[src/rtl/ilp_pkg.sv]
// Shared types and constants of the IPv4 line parser.
// Used by the step logic, the top level and the test bench; no dependencies.
package ilp_pkg;

  // character codes
  localparam logic [7:0] CHAR_NL    = 8'h0A;
  localparam logic [7:0] CHAR_DOT   = 8'h2E;
  localparam logic [7:0] CHAR_ZERO  = 8'h30;
  localparam logic [7:0] CHAR_NINE  = 8'h39;
  localparam logic [7:0] CHAR_SPACE = 8'h20;
  localparam logic [7:0] CHAR_TAB   = 8'h09;
  localparam logic [7:0] CHAR_CR    = 8'h0D;

  // counts and limits
  localparam logic [2:0] FIELDS_NEEDED = 3'd4;
  localparam logic [2:0] TOKENS_NEEDED = 3'd3;
  localparam logic [2:0] COUNT_MAX     = 3'd7;
  localparam logic [8:0] VALUE_CAP     = 9'd256;
  localparam logic [8:0] FIELD_MAX     = 9'd255;

  // parser state carried from byte to byte
  typedef struct packed {
    logic [2:0]  token_count;
    logic        in_token;
    logic [2:0]  field_count;
    logic [8:0]  field_value;
    logic        field_has_chars;
    logic        field_bad;
    logic [31:0] address_acc;
    logic        line_bad;
    logic        all_lines_ok;
  } ilp_state_t;

  // one result item
  typedef struct packed {
    logic [31:0] address;
    logic        line_ok;
    logic        stream_ok;
    logic        last;
  } ilp_result_t;

endpackage

[src/rtl/ilp_if.sv]
// Valid/ready channel interfaces for text bytes in and line results out.
// Depends on nothing outside this file.
interface ilp_in_if;
  logic       valid;
  logic       ready;
  logic [7:0] char_byte;
  logic       end_of_stream;

  modport source (output valid, output char_byte, output end_of_stream, input ready);
  modport sink   (input valid, input char_byte, input end_of_stream, output ready);
endinterface

interface ilp_out_if;
  logic        valid;
  logic        ready;
  logic [31:0] address;
  logic        line_ok;
  logic        stream_ok;
  logic        last;

  modport source (output valid, output address, output line_ok, output stream_ok,
                  output last, input ready);
  modport sink   (input valid, input address, input line_ok, input stream_ok,
                  input last, output ready);
endinterface

[src/rtl/ilp_step.sv]
// Combinational next-state and result logic for one text byte.
// Depends on ilp_pkg for the state and result types and character codes.
module ilp_step
  import ilp_pkg::*;
(
  input  ilp_state_t  cur,
  input  logic [7:0]  char_byte,
  input  logic        end_of_stream,
  output ilp_state_t  nxt,
  output logic        has_result,
  output ilp_result_t result
);

  // close the current address field and shift it into the address, or mark the line bad
  function automatic ilp_state_t close_field(input ilp_state_t s);
    ilp_state_t r;
    r = s;
    if (s.field_count >= FIELDS_NEEDED || !s.field_has_chars || s.field_bad ||
        s.field_value > FIELD_MAX) begin
      r.line_bad = 1'b1;
    end else begin
      r.address_acc = {s.address_acc[23:0], s.field_value[7:0]};
    end
    if (s.field_count < COUNT_MAX) begin
      r.field_count = s.field_count + 3'd1;
    end
    r.field_value     = '0;
    r.field_has_chars = 1'b0;
    r.field_bad       = 1'b0;
    return r;
  endfunction

  // whitespace or line end closes a token; the first token must have four fields
  function automatic ilp_state_t end_token(input ilp_state_t s);
    ilp_state_t r;
    r = s;
    if (s.in_token && s.token_count == 3'd1) begin
      if (s.field_has_chars) begin
        r = close_field(s);
      end
      if (r.field_count != FIELDS_NEEDED) begin
        r.line_bad = 1'b1;
      end
    end
    r.in_token = 1'b0;
    return r;
  endfunction

  // one byte of the address token
  function automatic ilp_state_t feed_address(input ilp_state_t s, input logic [7:0] c);
    ilp_state_t  r;
    logic [11:0] v;
    r = s;
    v = 12'(s.field_value) * 12'd10 + 12'(c[3:0]);
    if (c == CHAR_DOT) begin
      r = close_field(s);
    end else if (c >= CHAR_ZERO && c <= CHAR_NINE) begin
      r.field_value     = (v > 12'(VALUE_CAP)) ? VALUE_CAP : v[8:0];
      r.field_has_chars = 1'b1;
    end else begin
      r.field_bad       = 1'b1;
      r.field_has_chars = 1'b1;
    end
    return r;
  endfunction

  logic       is_nl;
  logic       is_space;
  ilp_state_t after_byte;
  ilp_state_t closed;
  logic       ok;

  assign is_nl    = (char_byte == CHAR_NL);
  assign is_space = (char_byte == CHAR_SPACE) ||
                    (char_byte >= CHAR_TAB && char_byte <= CHAR_CR);

  // byte itself: token boundary or token byte
  always_comb begin
    after_byte = cur;
    if (!is_nl) begin
      if (is_space) begin
        after_byte = end_token(cur);
      end else begin
        if (!cur.in_token) begin
          after_byte.in_token = 1'b1;
          if (cur.token_count < COUNT_MAX) begin
            after_byte.token_count = cur.token_count + 3'd1;
          end
        end
        if (after_byte.token_count == 3'd1) begin
          after_byte = feed_address(after_byte, char_byte);
        end
      end
    end
  end

  // line end: judge the line and clear per-line state
  always_comb begin
    has_result = is_nl || end_of_stream;
    closed     = end_token(after_byte);
    ok         = !closed.line_bad && closed.token_count == TOKENS_NEEDED;

    result.address   = ok ? closed.address_acc : '0;
    result.line_ok   = ok;
    result.stream_ok = closed.all_lines_ok && ok;
    result.last      = end_of_stream;

    if (has_result) begin
      nxt              = '0;
      nxt.all_lines_ok = end_of_stream ? 1'b1 : (closed.all_lines_ok && ok);
    end else begin
      nxt = after_byte;
    end
  end

endmodule

[src/rtl/ipv4_line_parser_unit.sv]
// Top level of the IPv4 line parser: input register, step logic, result register.
// Depends on ilp_pkg, the channel interfaces in ilp_if.sv and ilp_step.
//
// Takes one text byte per clock and gives one result item per line end (newline,
// or the byte flagged end_of_stream): the dotted IPv4 address of the line's first
// token, a line_ok flag (three tokens and a valid address) and a sticky stream_ok
// flag; last marks the stream's final line, after which the parser starts a new
// stream. A byte is held in the input register and its result, if any, is loaded
// into the result register when that byte is processed. Sustained rate is one byte
// per clock; the only stall comes from a result the sink has not yet taken when the
// next line ends.
module ipv4_line_parser_unit
  import ilp_pkg::*;
(
  input  logic             clk,
  input  logic             rst,
  ilp_in_if.sink           byte_in,
  ilp_out_if.source        line_out
);

  // input register
  logic       in_valid;
  logic [7:0] in_char;
  logic       in_eos;

  // parser state and result register
  ilp_state_t  state;
  ilp_state_t  state_next;
  logic        step_result;
  ilp_result_t step_res;
  logic        out_valid;
  ilp_result_t out_res;

  logic out_free;
  logic process;

  ilp_step u_step (
    .cur           (state),
    .char_byte     (in_char),
    .end_of_stream (in_eos),
    .nxt           (state_next),
    .has_result    (step_result),
    .result        (step_res)
  );

  // a byte moves on unless its result would hit a full result register
  assign out_free       = !out_valid || line_out.ready;
  assign process        = in_valid && (!step_result || out_free);
  assign byte_in.ready  = !in_valid || process;

  // input register
  always_ff @(posedge clk) begin
    if (rst) begin
      in_valid <= 1'b0;
    end else if (byte_in.ready) begin
      in_valid <= byte_in.valid;
    end
  end

  always_ff @(posedge clk) begin
    if (byte_in.ready && byte_in.valid) begin
      in_char <= byte_in.char_byte;
      in_eos  <= byte_in.end_of_stream;
    end
  end

  // parser state
  always_ff @(posedge clk) begin
    if (rst) begin
      state <= '{all_lines_ok: 1'b1, default: '0};
    end else if (process) begin
      state <= state_next;
    end
  end

  // result register
  always_ff @(posedge clk) begin
    if (rst) begin
      out_valid <= 1'b0;
    end else if (process && step_result) begin
      out_valid <= 1'b1;
    end else if (line_out.ready) begin
      out_valid <= 1'b0;
    end
  end

  always_ff @(posedge clk) begin
    if (process && step_result) begin
      out_res <= step_res;
    end
  end

  assign line_out.valid     = out_valid;
  assign line_out.address   = out_res.address;
  assign line_out.line_ok   = out_res.line_ok;
  assign line_out.stream_ok = out_res.stream_ok;
  assign line_out.last      = out_res.last;

  // invalid lines report a zero address
  a_bad_line_zero: assert property (@(posedge clk) disable iff (rst)
    out_valid && !out_res.line_ok |-> out_res.address == 32'd0)
    else $error("invalid line with nonzero address");

  // a good stream flag needs a good line
  a_stream_implies_line: assert property (@(posedge clk) disable iff (rst)
    out_valid && out_res.stream_ok |-> out_res.line_ok)
    else $error("stream_ok without line_ok");

  // after the final line the parser is back at its reset state
  a_restart_after_last: assert property (@(posedge clk) disable iff (rst)
    process && step_result && in_eos |=>
      state.all_lines_ok && state.token_count == 3'd0 && !state.in_token)
    else $error("state not cleared after final line");

  // the input side only stalls behind a waiting result
  a_stall_cause: assert property (@(posedge clk) disable iff (rst)
    !byte_in.ready |-> in_valid && out_valid && !line_out.ready)
    else $error("input stalled without a blocked result");

endmodule

[src/flat_wrapper.sv]
// flat-port wrapper written by rule: the top's interface ports become plain ports
module ipv4_line_parser_unit_flat import ilp_pkg::*;
  (clk, rst, byte_in_valid, byte_in_char_byte, byte_in_end_of_stream, byte_in_ready, line_out_valid, line_out_address, line_out_line_ok, line_out_stream_ok, line_out_last, line_out_ready);
  ilp_in_if byte_in_i ();
  ilp_out_if line_out_i ();
  input  logic clk;
  input  logic rst;
  input wire logic [$bits(byte_in_i.valid)-1:0] byte_in_valid;
  input wire logic [$bits(byte_in_i.char_byte)-1:0] byte_in_char_byte;
  input wire logic [$bits(byte_in_i.end_of_stream)-1:0] byte_in_end_of_stream;
  output wire logic [$bits(byte_in_i.ready)-1:0] byte_in_ready;
  output wire logic [$bits(line_out_i.valid)-1:0] line_out_valid;
  output wire logic [$bits(line_out_i.address)-1:0] line_out_address;
  output wire logic [$bits(line_out_i.line_ok)-1:0] line_out_line_ok;
  output wire logic [$bits(line_out_i.stream_ok)-1:0] line_out_stream_ok;
  output wire logic [$bits(line_out_i.last)-1:0] line_out_last;
  input wire logic [$bits(line_out_i.ready)-1:0] line_out_ready;
  assign byte_in_i.valid = byte_in_valid;
  assign byte_in_i.char_byte = byte_in_char_byte;
  assign byte_in_i.end_of_stream = byte_in_end_of_stream;
  assign byte_in_ready = byte_in_i.ready;
  assign line_out_valid = line_out_i.valid;
  assign line_out_address = line_out_i.address;
  assign line_out_line_ok = line_out_i.line_ok;
  assign line_out_stream_ok = line_out_i.stream_ok;
  assign line_out_last = line_out_i.last;
  assign line_out_i.ready = line_out_ready;
  ipv4_line_parser_unit u_core (.clk(clk), .rst(rst), .byte_in(byte_in_i), .line_out(line_out_i));
endmodule
[config.mk]
export PLATFORM = sky130hd
export DESIGN_NAME = ipv4_line_parser_unit_flat
export DESIGN_NICKNAME = d
export VERILOG_FILES = /design/src/rtl/ilp_pkg.sv /design/src/rtl/ilp_if.sv /design/src/rtl/ilp_step.sv /design/src/rtl/ipv4_line_parser_unit.sv /design/src/flat_wrapper.sv
export SDC_FILE = /design/constraint.sdc
export NUM_CORES = 1
export LEC_CHECK = 0
export CAP_MARGIN = 20
export CORE_MARGIN = 2
export CORE_UTILIZATION = 54
export DETAILED_ROUTE_END_ITERATION = 12
export DONT_BUFFER_PORTS = 1
export PLACE_DENSITY = 0.74
export SLEW_MARGIN = 20
export SYNTH_ARGS = -nofsm -noshare
export SYNTH_HDL_FRONTEND = slang
export SYNTH_HIERARCHICAL = 1
export SYNTH_SLANG_ARGS = --single-unit
[constraint.sdc]
create_clock -name clk -period 3.74 [get_ports clk]
set_clock_uncertainty 0.05 [all_clocks]
set_input_delay 0.187 -clock clk [delete_from_list [all_inputs] [get_ports clk]]
set_output_delay 0.187 -clock clk [all_outputs]
set_load 0.01 [all_outputs]
# --- Yosys cells after proc, flatten, opt, wreduce, memory -nomap -nowiden ---
# Cells that the tools add are included.
totals:
  register_bits: 98
  in_bits: 13
  output_inout_bits: 37
  elab_cells: 103
op_classes:
  n_addsub: 4
  n_mul: 1
  n_mux: 33
  n_eq_ne: 9
  n_reduce_logical: 27
  magnitude_cmp: 12
ops:
  columns: ["op", "count"]
  rows:
  - ["$mux W52", 9]
  - ["$mux W48", 3]
  - ["$mux W32", 2]
  - ["$mux W34", 1]
  - ["$gt A9 B8 Y1 const B", 2]
  - ["$mux W9", 2]
  - ["$eq A8 B6 Y1 const B", 2]
  - ["$add A12 B4 Y12", 1]
  - ["$gt A12 B9 Y1 const B", 1]
  - ["$mux W3", 4]
  - ["$mux W4", 3]
  - ["$logic_or A1 B1 Y1", 11]
  - ["$mul A9 B3 Y11 const B", 1]
  - ["$mux W11", 1]
  - ["$add A3 B1 Y3 const B", 3]
  - ["$eq A3 B1 Y1 const B", 3]
  - ["$logic_and A1 B1 Y1", 9]
  - ["$lt A3 B3 Y1 const B", 3]
  - ["$eq A8 B4 Y1 const B", 1]
  - ["$ge A8 B4 Y1 const B", 1]
  - ["$ge A8 B6 Y1 const B", 1]
  - ["$le A8 B4 Y1 const B", 1]
  - ["$le A8 B6 Y1 const B", 1]
  - ["$mux W1", 8]
  - ["other kinds (5)", 12]

# --- Longest topological paths before layout ---
depth:
  ltp_word: 29
  mapped_depth: 14
  depth_no_buf: 13

# --- Cells and area by module ---
# The synthesis kept the hierarchy.
modules_own_cells:
  columns: ["module", "area_per_inst_um2", "n_inst", "cells_each", "seq_area_each_um2"]
  rows:
  - ["ipv4_line_parser_unit", 3783.6, 1, 280, 2402.3]
  - ["ilp_step", 2635.0, 1, 443, 0.0]

# --- Least setup slack after synthesis ---
# Ideal clock, no wire load.
synth_path:
  kind: "flip-flop to flip-flop"
  from: "register u_core/state[37] (netlist name)"
  to: "register u_core.out_res, in the netlist u_core/line_out.address[23], data pin"
  path_slack_ns: 0.223
  synth_period_minus_slack_ns: 3.517
  path_stages_with_launch: 13
  n_path_buf: 1
  t_arrival_ns: 3.208
  cell_sequence: "dfxtp_1 > ha_1 > ha_1 > fa_1 > xnor2_1 > nor3_4 > or3b_4 > a2111oi_2 > a41oi_1 > o31ai_4 > a41oi_2 > buf_6 > mux2i_1"
synth_via:
  elab_chain_len: 18
synth_rtl:
  columns: ["element", "line", "rtl"]
  rows:
  - ["from (decl)", "ipv4_line_parser_unit.sv:27", "ilp_state_t state;"]
  - ["from (signal assigned)", "ipv4_line_parser_unit.sv:72", "state <= state_next;"]
  - ["$mul A9 B3 Y11 or $gt A9 B8 Y1 (tied branches)", "ilp_step.sv:54, ilp_step.sv:19", null]
  - ["$add A12 B4 Y12 or $logic_or A1 B1 Y1 (tied branches)", "ilp_step.sv:54, ilp_step.sv:18", null]
  - ["$gt A12 B9 Y1 or $mux W1 (tied branches)", "ilp_step.sv:58, ilp_step.sv:18", null]
  - ["$mux W9 or $mux W48 (tied branches)", "ilp_step.sv:58, ilp_step.sv:38", null]
  - ["$mux W9 or $mux W52 (tied branches)", "ilp_step.sv:57, ilp_step.sv:37", null]
  - ["$mux W11 or $mux W52 (tied branches)", "ilp_step.sv:55, ilp_step.sv:81", null]
  - ["$mux W48 or $mux W52 (tied branches)", "ilp_step.sv:90, ilp_step.sv:80", null]
  - ["$mux W52 or $mux W1 (tied branches)", "ilp_step.sv:81, ilp_step.sv:41", null]
  - ["[2 not listed]", null, null]
  - ["$logic_or A1 B1 Y1 or $mux W52 (tied branches)", "ilp_step.sv:18, ilp_step.sv:80", null]
  - ["$mux W1", "ilp_step.sv:18", "if (s.field_count >= FIELDS_NEEDED || !s.field_has_chars || s.field_bad ||"]
  - ["$mux W48", "ilp_step.sv:38", "if (s.field_has_chars) begin"]
  - ["$mux W52", "ilp_step.sv:37", "if (s.in_token && s.token_count == 3'd1) begin"]
  - ["$mux W1", "ilp_step.sv:41", "if (r.field_count != FIELDS_NEEDED) begin"]
  - ["$mux W52 *", "ilp_step.sv:37", null]
  - ["$logic_not A1 Y1", "ilp_step.sv:101", "ok = !closed.line_bad && closed.token_count == TOKENS_NEEDED;"]
  - ["$logic_and A1 B1 Y1", "ilp_step.sv:101", null]
  - ["to (signal assigned)", "ipv4_line_parser_unit.sv:89", "out_res <= step_res;"]
  - ["to (decl)", "ipv4_line_parser_unit.sv:32", "ilp_result_t out_res;"]
# Mark *: on every way between the ends. The rest lies on a longest branch, timed or not. The select of a mux whose other input is x is not followed.
# A chain may end at the register's enable or synchronous reset.

# --- Final worst setup path ---
layout_path:
  from: "register u_core/state[37] (netlist name)"
  to: "register u_core.out_res, in the netlist u_core/line_out.address[31], data pin"
# Same word-level chain as after synthesis.

==> run metrics <==
arrival time of the worst setup path=3.68 ns; type of element launching the critical path=flip-flop; static power due to leakage=2.30 nW; Seq cells post-synth=98; first-pass GRT wire length=22800 µm; initial core utilization=0.557; data required time at the worst endpoint=3.79 ns; number of design rule violations left after detail routing=2; Netlist cell types=79; post-detailed-route wirelength per cell=16.3 µm; clock edge transition at the registers on the reported setup and hold paths=0.07 ns; Top Ports=50; sequential-to-total area share from yosys stat=0.374; remaining global-route overflow=0; fraction of synthesized cell area taken by the top area cell type=0.206; number of rows in the core area=39; final total negative setup slack=0 ns; category of the most critical setup path=flip-flop to flip-flop; number of DRC markers in iteration 0=409; run status=complete, but fails checks; violated checks=design-rule violations; H-tree depth=3; placed wire-length estimate after detailed placement=9090 µm; Synth Area in XOR/XNOR=0.0136; met3 Use GR=0.0386; number of antenna violations at the first check in global routing=0; pin count of the biggest net entering global routing=105; GP Congestion=0.875; net count after synthesis=758; DRT Pass-1 Iters=11; Tot GR Track Use=0.222; beginning of the worst hold path=rst; Post-Route WL=14100 µm; Worst Max-Slew Pin Slew=0.925 ns; mapped cell area=0.00642 mm²; number of diodes added for antenna fixing=0; number of sinks handled by clock tree synthesis=98; clock buffer count from CTS=9; ratio of routed vias to standard cells=5.96; number of antenna-violating nets in the routed design=0; crit-path max FO=9; Peak supply drop=0.000188 V; Yosys top cell by area=sky130_fd_sc_hd__edfxtp_1; Final Critical Period=3.63 ns; port bufs=0; Max transition margin=0.383; worst reg2reg startpoint=u_core/state[37]; instance area after placement=0.00646 mm²; number of filler cells placed in the layout=956; Avg Inst Size Synth=8.88 µm²; final-report max-slew violation count=0; layout overhead on the synthesized area=8.71%; clock root buffer=sky130_fd_sc_hd__clkbuf_16; Final Setup Violations=0; cells after synthesis=723; GR Util met2=0.348; cell types occupying the most area after synthesis=sky130_fd_sc_hd__edfxtp_1 21%, sky130_fd_sc_hd__dfxtp_1 17%, sky130_fd_sc_hd__nand2b_1 11%; post-route standard cell area excluding fillers=0.00698 mm²; number of buffers on the longest clock path=2; final hold viol count=0; simple-gate portion of the synthesized area=0.276; multiplexer share of the synthesized area=0.102; max-cap violations=0; core footprint=0.0115 mm²; most common flop cell mapped by yosys=sky130_fd_sc_hd__dfxtp_1; number of synthesized flops with an enable pin=44; clk_lat worst skew=0.36 ns; async set-or-reset flop fraction in the synthesized netlist=0; Adder-Cell Fraction of Synth Area=0.0452; die boundary width=113 µm; number of global-route vias before repair=4677; most instantiated library cell after synthesis=sky130_fd_sc_hd__nand2_1; CTS tree=yes; synthesized-area fraction occupied by ao, oa, aoi and oai cells=0.140; Top Usage Layer GRT=met2; floorplan die height=113 µm; met1 layer usage reported by global route=0.300; maximum clock frequency=276 MHz; yosys warns=6; net total in the final layout=754; Power Density=322 mW/mm²; fraction of final layout cells sized beyond drive strength 1=0.0967; share of the clock period used by the worst path=0.970; nature of the critical path endpoint=flip-flop; crit path from=u_core/state[37]; main combinational cell family by area after synthesis=simple AND/OR/NAND/NOR gates; type of the tightest min-delay check=input port to flip-flop; unrepaired setup endpoints after global routing=yes; total power after layout=0.00225 W; floorplan die area=0.0128 mm²; Vias=5165; top post-synthesis cells by count=148 x sky130_fd_sc_hd__nand2_1, 108 x sky130_fd_sc_hd__nand2b_1, 72 x sky130_fd_sc_hd__a21oi_1
==> cells by family (layout without fill, tap and decap cells) <==
kind of cell,Yosys count,count (layout)
and+or+nand+nor,343,343
AOI/OAI and AO/OA,133,133
DFF,98,98
muxes,65,65
buffers and inverters,52,53
adders and majority gates,22,22
xor gates and xnor gates,10,10
==> area by class of cell <==
cell class | instances | area, µm² | area share
clock buffer | 9 | 225 | 0.0323
clock inverter | 7 | 68.8 | 0.00986
inverter | 6 | 22.5 | 0.00323
multi-input combinational | 573 | 3770 | 0.540
sequential | 98 | 2400 | 0.344
tap | 143 | 179 | 0.0256
timing repair buffer | 31 | 309 | 0.0443
==> cell usage in the layout (no fill, tap or decap), types with 3 or more instances in the layout <==
| cell type | count |
|---|---|
| sky130_fd_sc_hd__nand2_1 | 148 |
| sky130_fd_sc_hd__nand2b_1 | 107 |
| sky130_fd_sc_hd__a21oi_1 | 72 |
| sky130_fd_sc_hd__mux2i_1 | 64 |
| sky130_fd_sc_hd__dfxtp_1 | 53 |
| sky130_fd_sc_hd__edfxtp_1 | 44 |
| sky130_fd_sc_hd__nor2_1 | 31 |
| sky130_fd_sc_hd__ha_1 | 20 |
| sky130_fd_sc_hd__buf_4 | 16 |
| sky130_fd_sc_hd__dlygate4sd3_1 | 11 |
| sky130_fd_sc_hd__clkbuf_16 | 9 |
| sky130_fd_sc_hd__o21ai_0 | 9 |
| sky130_fd_sc_hd__a32oi_1 | 8 |
| sky130_fd_sc_hd__nand3_1 | 7 |
| sky130_fd_sc_hd__and2_1 | 5 |
| sky130_fd_sc_hd__inv_1 | 5 |
| sky130_fd_sc_hd__nor3_1 | 5 |
| sky130_fd_sc_hd__nor2b_1 | 5 |
| sky130_fd_sc_hd__xnor2_1 | 5 |
| sky130_fd_sc_hd__o21a_1 | 4 |
| sky130_fd_sc_hd__xor2_1 | 4 |
| sky130_fd_sc_hd__inv_6 | 3 |
| sky130_fd_sc_hd__nor4_1 | 3 |
| sky130_fd_sc_hd__o211ai_1 | 3 |
| sky130_fd_sc_hd__a21o_1 | 3 |
==> report_power, final <==
group          switching [W]  internal (W)  total, W
combinational      0.0000998     0.0000777  0.000177
clock               0.000443      0.000469  0.000912
sequential         0.0000217       0.00113   0.00116
total               0.000565       0.00168   0.00225
==> worst paths after layout <==
check,end,slack [ns],depth (start not counted)
worst min register to register,u_core/state[33],0.44,2
worst min-delay path,u_core/state[41],0.008,2
worst max-delay path,u_core/line_out.address[31],0.11,12
worst max register to register,u_core/line_out.address[31],0.11,12
==> metrics by stage <==
step                cells  setup WS (ns)  utilization  hold slack (ns)
global placement      838          0.131        0.561            0.222
finish                867          0.111        0.606          0.00760
global route          867        -0.0706        0.606           0.0199
floorplan             723          0.223            -            0.236
CTS                   866         0.0612        0.599          0.00656
detailed placement    838         0.0736        0.561            0.223
==> routing by layer <==
metal	vias up	share of wire
met1	2471	0.45
met5	-	0
li1	2519	-
met2	147	0.47
met4	0	0.029
met3	28	0.046
==> worst max-delay path, cell delays in order (launching register included) <==
cell and delay (ns):
sky130_fd_sc_hd__dfxtp_1 0.32, sky130_fd_sc_hd__ha_1 0.29, sky130_fd_sc_hd__ha_1 0.24, sky130_fd_sc_hd__fa_2 0.59, sky130_fd_sc_hd__and3_1 0.19, sky130_fd_sc_hd__a32oi_1 0.10, sky130_fd_sc_hd__nor4_1 0.43, sky130_fd_sc_hd__xnor2_1 0.23
sky130_fd_sc_hd__o211ai_1 0.18, sky130_fd_sc_hd__o31ai_4 0.25, sky130_fd_sc_hd__a41oi_2 0.18, sky130_fd_sc_hd__buf_6 0.20, sky130_fd_sc_hd__mux2i_1 0.12
==> flip-flops by register name, summed over array words and instances, names as in the netlist <==
register / cells
u_core/line_out.line_ok: 1
u_core/line_out.valid: 1
u_core/in_valid: 1
u_core/in_eos: 1
u_core/line_out.address: 32
u_core/in_char: 8
u_core/state: 52
u_core/line_out.stream_ok: 1
u_core/line_out.last: 1
==> timing repair <==
| action | CTS | global route |
|---|---|---|
| endpoints found under the hold margin | 62 | 0 |
| setup buffers | 0 | 1 |
| hold buffers | 12 | 0 |
| gates resized for setup | 0 | 11 |
| endpoints found under the setup margin | 0 | 16 |
Power figures use the tool's default switching activity.
